--- src/hdl/ssf_pkg.sv ---
// ----------------------------------------------------------------------------
// ssf_pkg - shared types and constants for the strand smoothing filter
// Coefficient record, per-item filter mode and the Q1.16 weight constants.
// ----------------------------------------------------------------------------
package ssf_pkg;

	// smoothing weight is unsigned Q1.16, 1.0 = 65536
	localparam int BETA_FRAC = 16;
	localparam int BETA_W    = 17;

	localparam logic [BETA_W-1:0] BETA_ONE   = 17'd65536;
	localparam logic [BETA_W-1:0] BETA_ROUND = 17'd32768;

	// k1 = 2(1-b), k2 = (1-b)^2, k3 = b^2, all Q.16
	typedef struct packed {
		logic [BETA_W:0]   k1;
		logic [BETA_W-1:0] k2;
		logic [BETA_W-1:0] k3;
	} ssf_coef_t;

	// coefficients for the reset weight of one half
	localparam ssf_coef_t COEF_RESET = '{k1: 18'd65536, k2: 17'd16384, k3: 17'd16384};

	// what an item does with the filter history
	typedef enum logic [1:0] {
		MODE_FIRST,   // first point of a strand: pass through
		MODE_SECOND,  // second point: raw difference seeds both taps
		MODE_STEADY   // recursive filter
	} ssf_mode_t;

endpackage

--- src/hdl/ssf_lane.sv ---
// ----------------------------------------------------------------------------
// ssf_lane - one coordinate of the strand smoothing filter
// Saturating difference, second-order recursion, saturating accumulate.
// ----------------------------------------------------------------------------
module ssf_lane
	import ssf_pkg::*;
#(
	parameter int COORD_WIDTH = 32
) (
	input  ssf_mode_t                      mode,
	input  ssf_coef_t                      coef,
	input  logic signed [COORD_WIDTH-1:0] vec,
	input  logic signed [COORD_WIDTH-1:0] prev_vec,
	input  logic signed [COORD_WIDTH-1:0] diff_older,
	input  logic signed [COORD_WIDTH-1:0] diff_oldest,
	input  logic signed [COORD_WIDTH-1:0] prev_smooth,
	output logic signed [COORD_WIDTH-1:0] smooth,
	output logic signed [COORD_WIDTH-1:0] older_nxt,
	output logic signed [COORD_WIDTH-1:0] oldest_nxt,
	output logic                           sat
);

	localparam int W     = COORD_WIDTH;
	localparam int PRD_W = W + 19;
	localparam int ACC_W = W + 19;
	localparam int Q_W   = ACC_W - BETA_FRAC;

	localparam logic signed [W-1:0]     C_MAX = {1'b0, {(W-1){1'b1}}};
	localparam logic signed [W-1:0]     C_MIN = {1'b1, {(W-1){1'b0}}};
	localparam logic signed [ACC_W-1:0] RND   = ACC_W'(BETA_ROUND);

	logic signed [W:0]       delta_w;
	logic signed [W-1:0]     delta;
	logic                    delta_sat;
	logic signed [PRD_W-1:0] prod1, prod2, prod3;
	logic signed [ACC_W-1:0] acc;
	logic signed [Q_W-1:0]   q;
	logic signed [W-1:0]     filt;
	logic                    filt_sat;
	logic signed [W-1:0]     d_new;
	logic signed [W:0]       sum_w;
	logic signed [W-1:0]     sum;
	logic                    sum_sat;

	// p(i+1) - p(i), one guard bit
	assign delta_w   = {vec[W-1], vec} - {prev_vec[W-1], prev_vec};
	assign delta_sat = delta_w[W] != delta_w[W-1];
	assign delta     = delta_sat ? (delta_w[W] ? C_MIN : C_MAX) : delta_w[W-1:0];

	assign prod1 = diff_older  * $signed({1'b0, coef.k1});
	assign prod2 = diff_oldest * $signed({2'b00, coef.k2});
	assign prod3 = delta       * $signed({2'b00, coef.k3});

	// exact sum, then round to nearest (ties up) back to Q.16
	assign acc = ACC_W'(prod1) - ACC_W'(prod2) + ACC_W'(prod3) + RND;
	assign q   = Q_W'(acc >>> BETA_FRAC);

	assign filt_sat = !((&q[Q_W-1:W-1]) || !(|q[Q_W-1:W-1]));
	assign filt     = filt_sat ? (q[Q_W-1] ? C_MIN : C_MAX) : q[W-1:0];

	assign d_new = (mode == MODE_SECOND) ? delta : filt;

	assign sum_w   = {prev_smooth[W-1], prev_smooth} + {d_new[W-1], d_new};
	assign sum_sat = sum_w[W] != sum_w[W-1];
	assign sum     = sum_sat ? (sum_w[W] ? C_MIN : C_MAX) : sum_w[W-1:0];

	always_comb begin
		case (mode)
			MODE_SECOND: begin
				smooth     = sum;
				older_nxt  = delta;
				oldest_nxt = delta;
				sat        = delta_sat | sum_sat;
			end
			MODE_STEADY: begin
				smooth     = sum;
				older_nxt  = filt;
				oldest_nxt = diff_older;
				sat        = delta_sat | filt_sat | sum_sat;
			end
			default: begin
				smooth     = vec;
				older_nxt  = '0;
				oldest_nxt = '0;
				sat        = 1'b0;
			end
		endcase
	end

endmodule

--- config.mk ---
export PLATFORM = sky130hd
export DESIGN_NAME = ssf_lane
export DESIGN_NICKNAME = d
export VERILOG_FILES = /design/src/hdl/ssf_pkg.sv /design/src/hdl/ssf_lane.sv
export SDC_FILE = /design/constraint.sdc
export NUM_CORES = 2
export LEC_CHECK = 0
export BUFFER_PORTS_ARGS = -buffer_cell sky130_fd_sc_hd__buf_4
export CORE_MARGIN = 5
export CORE_UTILIZATION = 45
export DETAILED_ROUTE_END_ITERATION = 8
export PLACE_DENSITY = 0.64
export SYNTH_ARGS = -nofsm -noshare
export SYNTH_HDL_FRONTEND = slang
export SYNTH_SLANG_ARGS = --single-unit
export TNS_END_PERCENT = 1
--- constraint.sdc ---
create_clock -name vclk -period 28.8
set_clock_uncertainty 0.1 [all_clocks]
set_input_delay 4.32 -clock vclk [all_inputs]
set_output_delay 4.32 -clock vclk [all_outputs]
set_load 0.02 [all_outputs]
# After elaboration in Yosys (flattened, before gate mapping)
# Index checks and enable logic that the tools add are counted.
# W data, S select, Z words.
[classes]
mul = 3
add_sub_neg = 5
mux = 11
bitwise = 3
n_reduce_logical = 6
n_eq_ne = 4
[op_table]
columns = ["op", "count"]
rows = [
  ["$mux W32", 8],
  ["$pmux W32 S2", 2],
  ["$mul A32 B18 Y50", 2],
  ["$add A51 B17 Y51 const B", 1],
  ["$add A51 B50 Y51", 1],
  ["$mul A32 B19 Y51", 1],
  ["$sub A51 B50 Y51", 1],
  ["$add A32 B32 Y33", 1],
  ["$sub A32 B32 Y33", 1],
  ["$reduce_and A4 Y1", 1],
  ["$reduce_or A4 Y1", 1],
  ["$or A1 B1 Y1", 3],
  ["$eq A2 B1 Y1 const B", 1],
  ["$eq A2 B2 Y1 const B", 1],
  ["$logic_not A1 Y1", 2],
  ["$ne A1 B1 Y1", 2],
  ["$pmux W1 S2", 1],
  ["$reduce_or A2 Y1", 1],
  ["$logic_or A1 B1 Y1", 1],
]
[totals]
elab_cells = 32
reg_bits = 0

# Logic depth before layout (Yosys ltp)
[logic_depth]
word_depth = 15
ltp_mapped = 67
mapped_depth_nobuf = 61

# Worst setup path after synthesis
# OpenSTA, ideal clock, no wires.
[synth_path]
path_kind = "input-to-output"
from = "in prev_vec[6]"
to = "out smooth[13]"
cell_stages = 62
arrival_ns = 19.341
setup_slack_ns = 5.039
cell_sequence = "inv_1 -> ha_1 -> a21o_1 -> or3_1 -> o211ai_1 -> a41o_1 -> and2_1 -> o31ai_1 -> a41o_1 -> a31o_2 -> a21o_1 -> a21o_1 -> xor2_1 -> ha_1 -> clkbuf_1 -> clkbuf_1 -> nor2_1 -> nor2_1 -> [26 not listed] -> clkbuf_1 -> nor2b_1 -> o21ai_0 -> ha_1 -> fa_1 -> a211oi_1 -> o21a_1 -> o311ai_1 -> nand4_1 -> a21o_1 -> nor2_1 -> o31ai_1 -> o41ai_2 -> and2_1 -> clkbuf_1 -> nor2_1 -> clkbuf_1 -> a21oi_1"
[synth_between]
elab_chain_cells = 15
elab_cells_between_ends = 19
classes_between = "add/sub (4); mul (1); eq/ne (2); mux (8); reduce/logical (4)"
[synth_rtl]
columns = ["element", "line_no", "rtl"]
rows = [
  ["from (decl)", "ssf_lane.sv:13", "input logic signed [COORD_WIDTH-1:0] prev_vec,"],
  ["$sub A32 B32 Y33 (*)", "ssf_lane.sv:46", "assign delta_w = {vec[W-1], vec} - {prev_vec[W-1], prev_vec};"],
  ["$mux W32 / $ne A1 B1 Y1 (equally long branches)", "ssf_lane.sv:48, ssf_lane.sv:47", ""],
  ["$mux W32 (*)", "ssf_lane.sv:48", "assign delta = delta_sat ? (delta_w[W] ? C_MIN : C_MAX) : delta_w[W-1:0];"],
  ["$mul A32 B18 Y50", "ssf_lane.sv:52", "assign prod3 = delta * $signed({2'b00, coef.k3});"],
  ["$add A51 B50 Y51", "ssf_lane.sv:55", "assign acc = ACC_W'(prod1) - ACC_W'(prod2) + ACC_W'(prod3) + RND;"],
  ["$add A51 B17 Y51", "ssf_lane.sv:55", ""],
  ["$reduce_or A4 Y1", "ssf_lane.sv:58", "assign filt_sat = !((&q[Q_W-1:W-1]) || !(|q[Q_W-1:W-1]));"],
  ["$logic_not A1 Y1", "ssf_lane.sv:58", ""],
  ["$logic_or A1 B1 Y1", "ssf_lane.sv:58", ""],
  ["$mux W32", "ssf_lane.sv:59", "assign filt = filt_sat ? (q[Q_W-1] ? C_MIN : C_MAX) : q[W-1:0];"],
  ["$mux W32 (*)", "ssf_lane.sv:61", "assign d_new = (mode == MODE_SECOND) ? delta : filt;"],
  ["$add A32 B32 Y33 (*)", "ssf_lane.sv:63", "assign sum_w = {prev_smooth[W-1], prev_smooth} + {d_new[W-1], d_new};"],
  ["$mux W32 / $ne A1 B1 Y1 (equally long branches)", "ssf_lane.sv:65, ssf_lane.sv:64", ""],
  ["$mux W32 (*)", "ssf_lane.sv:65", "assign sum = sum_sat ? (sum_w[W] ? C_MIN : C_MAX) : sum_w[W-1:0];"],
  ["$mux W32 (*)", "ssf_lane.sv:68", "case (mode)"],
  ["to (decl)", "ssf_lane.sv:17", "output logic signed [COORD_WIDTH-1:0] smooth,"],
]
# Every way passes the cells marked *; elsewhere a longest branch is shown, timed or not.

# Final worst setup path
[layout_path]
from = "in vec[6]"
to = "out smooth[21]"
[layout_between]
elab_chain_cells = 15
elab_cells_between_ends = 19
classes_between = "add/sub (4); mul (1); eq/ne (2); mux (8); reduce/logical (4)"
[layout_rtl]
columns = ["element", "line_no", "rtl"]
rows = [
  ["from (decl)", "ssf_lane.sv:12", "input logic signed [COORD_WIDTH-1:0] vec,"],
  ["$sub A32 B32 Y33 (*)", "ssf_lane.sv:46", ""],
  ["$mux W32 / $ne A1 B1 Y1 (equally long branches)", "ssf_lane.sv:48, ssf_lane.sv:47", ""],
  ["$mux W32 (*)", "ssf_lane.sv:48", ""],
  ["$mul A32 B18 Y50", "ssf_lane.sv:52", ""],
  ["$add A51 B50 Y51", "ssf_lane.sv:55", ""],
  ["$add A51 B17 Y51", "ssf_lane.sv:55", ""],
  ["$reduce_or A4 Y1", "ssf_lane.sv:58", ""],
  ["$logic_not A1 Y1", "ssf_lane.sv:58", ""],
  ["$logic_or A1 B1 Y1", "ssf_lane.sv:58", ""],
  ["$mux W32", "ssf_lane.sv:59", ""],
  ["$mux W32 (*)", "ssf_lane.sv:61", ""],
  ["$add A32 B32 Y33 (*)", "ssf_lane.sv:63", ""],
  ["$mux W32 / $ne A1 B1 Y1 (equally long branches)", "ssf_lane.sv:65, ssf_lane.sv:64", ""],
  ["$mux W32 (*)", "ssf_lane.sv:65", ""],
  ["$mux W32 (*)", "ssf_lane.sv:68", ""],
]
# Marked as above.

==> run summary <==
MIN PATH
------------------------------------------------------------------------------------
Worst hold path depth                                                              4
Worst min-delay path category                                           input port to output port

CLOCK TREE
------------------------------------------------------------------------------------
Post-CTS Repair Setup Buffers                                                      0
Count of hold-fix buffers inserted at cts                                          0
Number of instances resized during post-cts repair                                 0

DIE
------------------------------------------------------------------------------------
Initial standard-cell utilization of the core                                  45.2%
Full die area                                                           152000 sq um
Die height                                                               390 microns
Number of placement rows                                                         139
Std-Cell Core Area                                                      143000 sq um
Count of pins on the block boundary                                              311
Horizontal die dimension                                                 390 microns

YOSYS
------------------------------------------------------------------------------------
Average footprint of a synthesized cell                                   8.95 sq um
Synth warnings                                                                     0
Register area share after synthesis                                               0%
Syn Nets                                                                        9672
Largest cells by area after synthesis                                   fa_1 (56%), inv_1 (12%), ha_1 (7.7%)
Area leader, netlist                                                            fa_1
Gate count after technology mapping                                             7243
Count of distinct cell types in the synthesized netlist                           76
Top-area cell type share of the netlist area                                   56.0%
Synth Cell Area                                                          64800 sq um

DETAILED ROUTING
------------------------------------------------------------------------------------
Pre-antenna DRT Iters                                                              6
Number of DRC violations after detailed routing                                    0
Sum of routed wire length over all layers                                     212 mm
Vias                                                                           48002
Remaining number of nets flagged by the antenna check after routing                0
Average wire length per cell after detail routing                       23.2 microns
Via-per-instance ratio                                                          5.24
Number of DRC markers after the initial detailed-route iteration                3596

STA
------------------------------------------------------------------------------------
Slew of the pin with the lowest slew margin                                  1320 ps
Final total negative setup slack                                                0 ps
Setup repair after global routing missed its margin                            false
Number of failing hold endpoints at the final stage                                0
Relative slew slack                                                            11.0%
Period utilization                                                             95.5%
Highest achievable clock rate                                               36.4 MHz
Max-slew violations                                                                0
Min cycle time layout                                                       27510 ps
Setup-violating endpoint count in the final report                                 0
Hold Worst Slack                                                             8930 ps

JOB
------------------------------------------------------------------------------------
Max Cap Viol                                                                       0

FINAL LAYOUT
------------------------------------------------------------------------------------
Fraction of layout instances using a drive strength above 1                    5.37%
Fill cell count                                                                13852
Layout clock buffers                                                               0
Synthesis-to-layout area growth                                                5.78%
Num sequential                                                                     0
Net total in the final layout                                                   9675
Fin cells                                                                       9152
Sequential cell area                                                         0 sq um

SETUP PATH
------------------------------------------------------------------------------------
Most frequent cell on the critical path                                         fa_1
Maximum cell stage delay along the critical path                             1000 ps
Arrival time at the worst endpoint                                          23090 ps
Setup crit end kind                                                      output port
Critical path class                                                     input port to output port
CP max-delay cell                                                             nor2_1
CP required                                                                 24380 ps
Startpoint type of the worst setup path                                   input port
Highest fanout seen on the critical path                                          16

PLACED DESIGN
------------------------------------------------------------------------------------
Cell count after placement                                                      9147
HPWL after detailed placement                                                 189 mm
Weighted congestion at the end of routability-driven global placement           1.03
Count of buffers from port buffering                                             311

STATUS
------------------------------------------------------------------------------------
Outcome                                                                 complete, no violations

GLOBAL ROUTING
------------------------------------------------------------------------------------
Global-route total usage across every layer                                    28.5%
First-pass GRT wire length                                                    330 mm
Vias in the first global route                                                 51515
Maximum number of pins on one net before global-route repair                      43
Initial antenna violation count                                                   11
Total global routing overflow                                                      0

[synthesized netlist by cell type (3+ instances only)]
cell      instances
o21bai_1         20
nor3_1           14
buf_2             6
o22ai_1           3
a22oi_1          14
xnor2_1          79
and4_1            3
o31a_1            3
o21a_1           15
a31o_2            3
and3_1            7
xor2_1           41
ha_1            400
buf_6             4
nand3_1          24
a21o_1           57
and2b_1           8
mux2i_1           3
nand2b_1         26
nor2b_1         127
nand4_1          27
o31ai_1           9
and2_1          785
or2_2             7
o211ai_1         41
nand3b_1          3
or3_1             7
nand2_1         896
a31oi_1          14
o21ai_1          17
o21ai_0          90
clkbuf_1        346
fa_1           1815
a21oi_1         149
inv_1          2015
a211oi_1          5
nor2_1           89
o221ai_1         25
nor4_1            3
[critical path: cells and delay by family]
kind,cells,cell delay [ps]
AO/OA/AOI/OAI,21,6240
buffers and inverters,12,1860
XOR/XNOR,2,500
AND/OR/NAND/NOR,11,3520
adder cells (fa/ha/maj),14,6610
[worst paths after layout]
check | start | to | slack, ps
setup / recovery | vec[6] | smooth[21] | 1290
hold / removal | vec[1] | smooth[1] | 8930
[through the flow]
step                instance area (sq um)  setup WS (ps)  util [%]
floorplan                           64800           5040         -
global placement                    68600           1810      47.8
detailed placement                  68600           1740      47.8
CTS                                 68600           1670      47.8
global route                        68600            495      47.8
finish                              68600           1290      47.8
[routing by layer]
layer  vias to the layer above  share of wire, %  GRT usage, %
met3                       305               7.9          4.85
met1                     25274                45          42.9
met2                      1772                44          43.2
met5                         -             0.033             0
met4                        12               3.0          6.51
li1                      20639                 -             -
[cell usage in the layout (no fill, tap or decap), types with 25 or more instances in the layout]
cell	synthesis	routed
a21o_1	57	57
a21oi_1	149	143
and2_1	785	785
buf_4	1	359
fa_1	1815	1815
ha_1	400	399
inv_1	2015	2015
nand2_1	896	896
nand2b_1	26	26
nand4_1	27	27
nor2_1	89	87
nor2b_1	127	127
o211ai_1	41	41
o21ai_0	90	87
o221ai_1	25	25
xnor2_1	79	79
xor2_1	41	41
[layout make-up]
cell class,count,area [sq um],area share [%]
antenna,5,12.5,0.0182
multi-input combinational,4870,55900,81.5
tap,1903,2380,3.47
timing repair buffer,359,2700,3.93
inverter,2015,7560,11.0
[kinds of logic (layout without fill, tap and decap cells)]
family	after synthesis	after routing	share of synthesized area (%)
buf+inv	2373	2374	13.8
other cells	0	5	0
xor+xnor	120	120	1.62
simple gates	2036	2036	15.8
compound gates	495	495	4.89
fa+ha+maj	2215	2215	63.8
mux	4	4	0.0637
